**src/hw/rtl/uvs_pkg.sv**
```systemverilog
// Shared types, constants and helpers for the UV sphere vertex generator.
package uvs_pkg;

    localparam int CNT_W         = 11;
    localparam int IDX_W         = 11;
    localparam int RAD_W         = 16;
    localparam int POS_W         = 17;
    localparam int NRM_W         = 16;
    localparam int TEX_W         = 17;
    localparam int CFG_W         = 16;
    localparam int CFG_IDX_W     = 2;
    localparam int MAX_DIVISIONS = 1024;

    localparam int PHASE_W    = 24;
    localparam int QUO_W      = 26;
    localparam int DIV_STAGES = QUO_W;
    localparam int SIN_STAGES = 7;
    localparam int Q30_W      = 31;
    // input stage, divider, phase stage, sine, four arithmetic stages
    localparam int PIPE_DEPTH = 1 + DIV_STAGES + 1 + SIN_STAGES + 4;
    localparam int TEX_DELAY  = SIN_STAGES + 4;

    localparam logic [CFG_IDX_W-1:0] CFG_STACK_COUNT  = 2'd0;
    localparam logic [CFG_IDX_W-1:0] CFG_SECTOR_COUNT = 2'd1;
    localparam logic [CFG_IDX_W-1:0] CFG_RADIUS       = 2'd2;

    localparam logic [CNT_W-1:0] STACK_COUNT_RST  = 11'd16;
    localparam logic [CNT_W-1:0] SECTOR_COUNT_RST = 11'd32;
    localparam logic [RAD_W-1:0] RADIUS_RST       = 16'd256;

    typedef logic [Q30_W-1:0] q30_t;

    localparam q30_t ONE_Q30 = 31'h4000_0000;
    localparam logic [PHASE_W-1:0] QUARTER_TURN = 24'h40_0000;

    // Odd sine polynomial coefficients, highest order first (Horner order)
    localparam q30_t SIN_COEF [0:4] = '{
        31'd172272, 31'd5026995, 31'd85569306, 31'd693598669, 31'd1686629713
    };

    typedef struct packed {
        logic neg;
        q30_t mag;
    } sval_t;

    function automatic logic [CNT_W-1:0] eff_count(input logic [CNT_W-1:0] c);
        logic [CNT_W-1:0] r;
        begin
            if (c == '0) begin
                r = CNT_W'(1);
            end else if (c > CNT_W'(MAX_DIVISIONS)) begin
                r = CNT_W'(MAX_DIVISIONS);
            end else begin
                r = c;
            end
            return r;
        end
    endfunction

endpackage

```
**src/hw/rtl/uvs_div.sv**
```systemverilog
// Pipelined restoring divider: quo = floor(num * 2^(QUO_W-1) / den), num <= den.
module uvs_div (
    input  logic                           aclk,
    input  logic                           en,
    input  logic [uvs_pkg::CNT_W-1:0]      num,
    input  logic [uvs_pkg::CNT_W-1:0]      den,
    output logic [uvs_pkg::QUO_W-1:0]      quo
);

    logic [uvs_pkg::CNT_W-1:0] rem_reg [0:uvs_pkg::DIV_STAGES-1];
    logic [uvs_pkg::QUO_W-1:0] quo_reg [0:uvs_pkg::DIV_STAGES-1];

    // first stage: integer bit, num never exceeds den
    always_ff @(posedge aclk) begin
        if (en) begin
            if (num >= den) begin
                rem_reg[0] <= num - den;
                quo_reg[0] <= uvs_pkg::QUO_W'(1);
            end else begin
                rem_reg[0] <= num;
                quo_reg[0] <= '0;
            end
        end
    end

    genvar i;
    generate
        for (i = 1; i < uvs_pkg::DIV_STAGES; i++) begin : g_stage
            logic [uvs_pkg::CNT_W-1:0] trial;
            // remainder stays below den <= 1024, so the top bit is free
            assign trial = {rem_reg[i-1][uvs_pkg::CNT_W-2:0], 1'b0};

            always_ff @(posedge aclk) begin
                if (en) begin
                    if (trial >= den) begin
                        rem_reg[i] <= trial - den;
                        quo_reg[i] <= {quo_reg[i-1][uvs_pkg::QUO_W-2:0], 1'b1};
                    end else begin
                        rem_reg[i] <= trial;
                        quo_reg[i] <= {quo_reg[i-1][uvs_pkg::QUO_W-2:0], 1'b0};
                    end
                end
            end
        end
    endgenerate

    assign quo = quo_reg[uvs_pkg::DIV_STAGES-1];

endmodule

```
**config.mk**
```make
export PLATFORM = sky130hd
export DESIGN_NAME = uvs_div
export DESIGN_NICKNAME = d
export VERILOG_FILES = /design/src/hw/rtl/uvs_pkg.sv /design/src/hw/rtl/uvs_div.sv
export SDC_FILE = /design/constraint.sdc
export NUM_CORES = 1
export LEC_CHECK = 0
export ABC_AREA = 0
export BUFFER_PORTS_ARGS = -buffer_cell sky130_fd_sc_hd__buf_2
export CAP_MARGIN = 15
export CORE_MARGIN = 2
export CORE_UTILIZATION = 45
export CTS_CLUSTER_SIZE = 8
export DETAILED_ROUTE_END_ITERATION = 10
export GPL_ROUTABILITY_DRIVEN = 1
export PLACE_DENSITY = 0.65
export SYNTH_ARGS = -nofsm -noshare
export SYNTH_HDL_FRONTEND = slang
export SYNTH_SLANG_ARGS = --single-unit
```
**constraint.sdc**
```tcl
create_clock -name aclk -period 9 [get_ports aclk]
set_input_delay 1.35 -clock aclk [delete_from_list [all_inputs] [get_ports aclk]]
set_output_delay 1.35 -clock aclk [all_outputs]
set_load 0.01 [all_outputs]
```
; After elaboration in Yosys (flattened, before gate mapping)
; Memories as Yosys holds them, arrays and structs flattened.
; Cells that the tools add are included.
[word_totals]
register_bits = 0
ram_bits = 962
inputBits = 24
output_inout_bits = 26
word_cells = 314
n_memories = 2
[mem_list]
columns = name, words, word_bits, read_ports, rd_ports_with_merged_regs, wr, line
row1 = quo_reg, 26, 26, 26, 0, 26, uvs_div.sv:11  ; logic [uvs_pkg::QUO_W-1:0] quo_reg [0:uvs_pkg::DIV_STAGES-1];
row2 = rem_reg, 26, 11, 25, 0, 26, uvs_div.sv:10  ; logic [uvs_pkg::CNT_W-1:0] rem_reg [0:uvs_pkg::DIV_STAGES-1];
[op_classes]
addsub = 26
order_cmp = 26
muxes = 208
bitwise_logic = 52
[ops]
columns = cell, count
row1 = $mux W26, 26
row2 = $ge A11 B11 Y1, 26
row3 = $mux W11, 26
row4 = $sub A11 B11 Y11, 26
row5 = $mux W1, 156
row6 = $or A1 B1 Y1, 52

; Longest topological paths before layout
; An unclocked memory read counts as a cell.
[depth]
depth_word = 6
mapped_depth = 11
mapped_depth_nobuf = 9

; Least setup slack after synthesis
; Ideal clock, no wire load.
[synth_path]
path_type = input port to flip-flop
from = in den[0] (netlist bit)
to = mem rem_reg[1][68] (netlist bit), data pin
setup_time_ps = 260
t_arrival_ps = 3737
required_time_ps = 8740
path_slack_ps = 5003
stages = 10
n_path_buf = 3
cell_sequence = buf_2 -> clkbuf_1 -> inv_1 -> ha_1 -> nand4_1 -> or2_2 -> a32o_1 -> a31oi_1 -> buf_4 -> mux2_2
[synth_rtl]
columns = item, line
row1 = start: declaration, uvs_div.sv:6  ; input logic [uvs_pkg::CNT_W-1:0] den,
row2 = end: declaration, uvs_div.sv:10

==> flow_summary.ini <==
[clock_network]
cts_resized = 0
clock_tree.buffer_depth = 3
cts-hold-fix-buffers = 0
clock_tree.root_cell = sky130_fd_sc_hd__clkbuf_16
worst_skew_pair.late_latency_ns = 0.65
htree_levels = 3
post_cts.repair.setup_buffers = 0
cts_inserted_buffers = 85
clk_pin_slew_ns = 0.05
cts_tree = done
clock-sinks = 601

[global_routing]
wire_length_of_the_first_global_routing_pass_mm = 112.5
grt_util_met2 = 0.2931
groute.layer.met3.usage = 0.02896
number_of_global_route_vias_before_repair = 21510
initial_antenna_violation_count = 1
groute.usage.overall = 0.1808
globalRoute.totalOverflow = 0
peak_usage_layer_in_the_global_routing_report = met2
global_route.usage.met1 = 0.2491
largest_net_degree_at_the_start_of_global_routing = 210

[timing]
maxClockFrequency_ghz = 0.2242
fin_tns_setup_ns = 0
slew_viol_final = 0
slew_headroom = 0.2317
share_of_the_clock_period_used_by_the_worst_path_after_layout = 0.4956
setup_violations = 0
hold_violations = 0
crit_path_time_final_ns = 4.461
worst_slack_ns = 4.539
clock-skew-final_ns = 0.02964
tightestPinTransition_ns = 1.147
grt_setup_unrepaired = no

[logic_synthesis]
async_set_or_reset_register_ratio_after_synthesis = 0
number_of_synthesized_flops_with_an_enable_pin = 599
yosys-top-cells-area = sky130_fd_sc_hd__edfxtp_1 53%, sky130_fd_sc_hd__ha_1 11%, sky130_fd_sc_hd__mux2_2 3.2%
yosys_register_bits = 601
synth_seq_area_share = 0.5337
post_synth_inst_count = 2713
yosys_warnings = 0
per_instance_average_area_after_synthesis_sq_um = 12.45
ys.flop_type = sky130_fd_sc_hd__edfxtp_1
postSynthNetCount = 3047
yosys.cell_types.count = 72
synthDominantAreaCellType = sky130_fd_sc_hd__edfxtp_1
synthesis.area_sq_mm = 0.03378
yosysTopAreaCellShare = 0.5325

[worst_setup_path]
cpLargestDelayFamily = buffers and inverters
reg2reg_from = rem_reg[1][60]
crit_top_cell = sky130_fd_sc_hd__ha_1
worst-path-buf-inv = 3
worst_setup_path_start_kind = input port
critPathArrivalTime_ns = 4.83
crit_cells = 11
reg2reg_depth = 6
r2r_slack_ns = 5.90
timing.critical_path.to = rem_reg[1][2]
worst-endpoint-required_ns = 9.37
critical_path.startpoint = den[1]
regToRegEndpoint = rem_reg[1][68]
crit_path_end_kind = flip-flop
cell_type_of_the_slowest_stage_on_the_worst_timing_path = sky130_fd_sc_hd__inv_1
timing.setup.critical_path_class = input port to flip-flop
worst-path-max-fanout = 15
critical_path.max_stage_delay_ns = 0.67
critical_path.cell_chain = buf_2, inv_1, buf_4, ha_1, ha_1, a211oi_1, nand3_1, a311o_1, a21oi_2, mux2i_1, nor2_1

[floorplanning]
dieHeight_um = 278.0
floorplan.io_pins = 50
starting_utilization_of_the_core_area = 0.4545
num_rows = 100
floorplan_die_area_sq_mm = 0.07727
core_area_sq_mm = 0.07432
die_w_um = 278.0

[power]
power.switching_w = 0.003983
internal_power_w = 0.007978
power.clock.fraction = 0.239
fin_total_pwr_w = 0.01196
p_comb_frac = 0.393
power_leakage_nw = 14.13
power_density_mw_per_mm2 = 320.5
p_seq_frac = 0.368
worst_supply_voltage_drop_on_vdd_v = 0.0001589
power.share.switching = 0.3330

[place]
preCtsSetupSlack_ns = 3.875
dp.final_hpwl_mm = 44.66
routabilityCongestion = 0.8706
port_buffer_cells = 49

[hold_path]
worst_min_path_class = flip-flop to flip-flop

[drt]
avgViaCountPerCell = 5.754
drt.antenna.violating_nets = 0
number_of_vias_after_detailed_routing = 21660
firstDrtPassIters = 7
routed_wl_mm = 70.08
drt_first_iter_violations = 1707
post-route-drc-count = 0
average_detailed_routed_wire_length_per_instance_um = 18.61

[outcome]
outcome = completed

[run]
maxCapViolCount = 0

[cells_and_area]
final_nets = 3113
syn_to_final_growth_pct = 10.49
drive_gt1_frac = 0.1305
antenna_cells = 0
largest_register_ff_count = 351
[routing by layer]
layer  routed length [um]  share of wire  vias up
li1                     -              -    10490
met1                32780           0.47    10540
met2                32480           0.46      503
met3                 2966          0.042      131
met4                 1846          0.026        0
met5                    0              0        -
[area by class of cell]
class / instances / area [sq um]
Clock buffer: 97 / 2172
Clock inverter: 7 / 196.4
Fill cell: 6405 / 37000
Inverter: 92 / 345.3
Multi-Input combinational cell: 1920 / 14840
Sequential cell: 601 / 18030
Tap cell: 969 / 1212
Timing Repair Buffer: 79 / 528.0
[placed cells by master, fill, tap and decap left out, types with 25 or more instances in the layout]
master                        n
sky130_fd_sc_hd__mux2_4      27
sky130_fd_sc_hd__xnor2_1     74
sky130_fd_sc_hd__and2_1      47
sky130_fd_sc_hd__a31oi_1     25
sky130_fd_sc_hd__nand4_1     31
sky130_fd_sc_hd__o21a_1      93
sky130_fd_sc_hd__ha_1       285
sky130_fd_sc_hd__nor3_1      75
sky130_fd_sc_hd__nand3_1     36
sky130_fd_sc_hd__buf_2       47
sky130_fd_sc_hd__o21ai_0    141
sky130_fd_sc_hd__nor2_1     149
sky130_fd_sc_hd__nor2b_1    102
sky130_fd_sc_hd__mux2_2      96
sky130_fd_sc_hd__mux2i_1     38
sky130_fd_sc_hd__or3_1       27
sky130_fd_sc_hd__a31o_2      33
sky130_fd_sc_hd__a21boi_0    25
sky130_fd_sc_hd__buf_4       28
sky130_fd_sc_hd__a21oi_1    126
sky130_fd_sc_hd__nand2_1    130
sky130_fd_sc_hd__fa_1        25
sky130_fd_sc_hd__edfxtp_1   599
sky130_fd_sc_hd__a21o_1      50
sky130_fd_sc_hd__clkbuf_16   85
sky130_fd_sc_hd__inv_1       91
[how the worst min path moves through the flow]
stage / start / to / slack (ns) / cells past startpoint
2_1_floorplan: quo_reg[0][78] / quo_reg[0][105] / 0.40 / 0
3_3_place_gp: quo_reg[1][200] / quo_reg[1][227] / 0.40 / 0
3_5_place_dp: quo_reg[0][131] / quo_reg[0][158] / 0.40 / 0
4_1_cts: quo_reg[1][122] / quo_reg[1][149] / 0.40 / 0
5_1_grt: quo_reg[1][94] / quo_reg[1][121] / 0.40 / 0
6_report: quo_reg[1][123] / quo_reg[1][150] / 0.40 / 0
[kinds of logic after synthesis]
group	Yosys count	share of synthesized area
simple gates	692	0.1071
compound gates	669	0.1335
flops	601	0.5337
fa+ha+maj	310	0.1204
buf+inv	192	0.02693
mux	166	0.05693
xor+xnor	83	0.02152
[stage by stage]
step           cells  hold WS [ns]    util  cell area (sq um)
5_1_grt         3765        0.4031  0.5022              37320
3_5_place_dp    3655        0.4045  0.4695              34890
3_3_place_gp    3655        0.4006  0.4695              34890
2_1_floorplan   2713        0.4003       -              33780
6_report        3765        0.3962  0.5022              37320
4_1_cts         3759        0.3979  0.5013              37260
[cell usage after synthesis, drive strengths merged (13+ instances only)]
master	number
nand2	130
inv	92
nor2b	102
nand3	36
edfxtp	599
a21boi	25
a211oi	17
a21o	50
nor3	75
clkbuf	45
a21oi	128
fa	25
and3	24
and2	47
o22ai	13
buf	55
o31a	19
xnor2	74
a311oi	18
o21a	93
nor2	149
or3	27
mux2	128
o21ai	173
nand4	31
a31o	33
ha	285
a31oi	25
nand2b	15
mux2i	38
[power by group through the flow]
stage | Clock (W) | Combinational [W] | Sequential [W]
5_1_grt | 0.00306 | 0.00526 | 0.00446
4_1_cts | 0.00295 | 0.00467 | 0.00440
3_5_place_dp | 0 | 0.00463 | 0.00443
6_report | 0.00286 | 0.00470 | 0.00440
3_3_place_gp | 0 | 0.00449 | 0.00445
2_1_floorplan | 0 | 0.00384 | 0.00425
No activity file was read; power rests on OpenSTA's default activity.
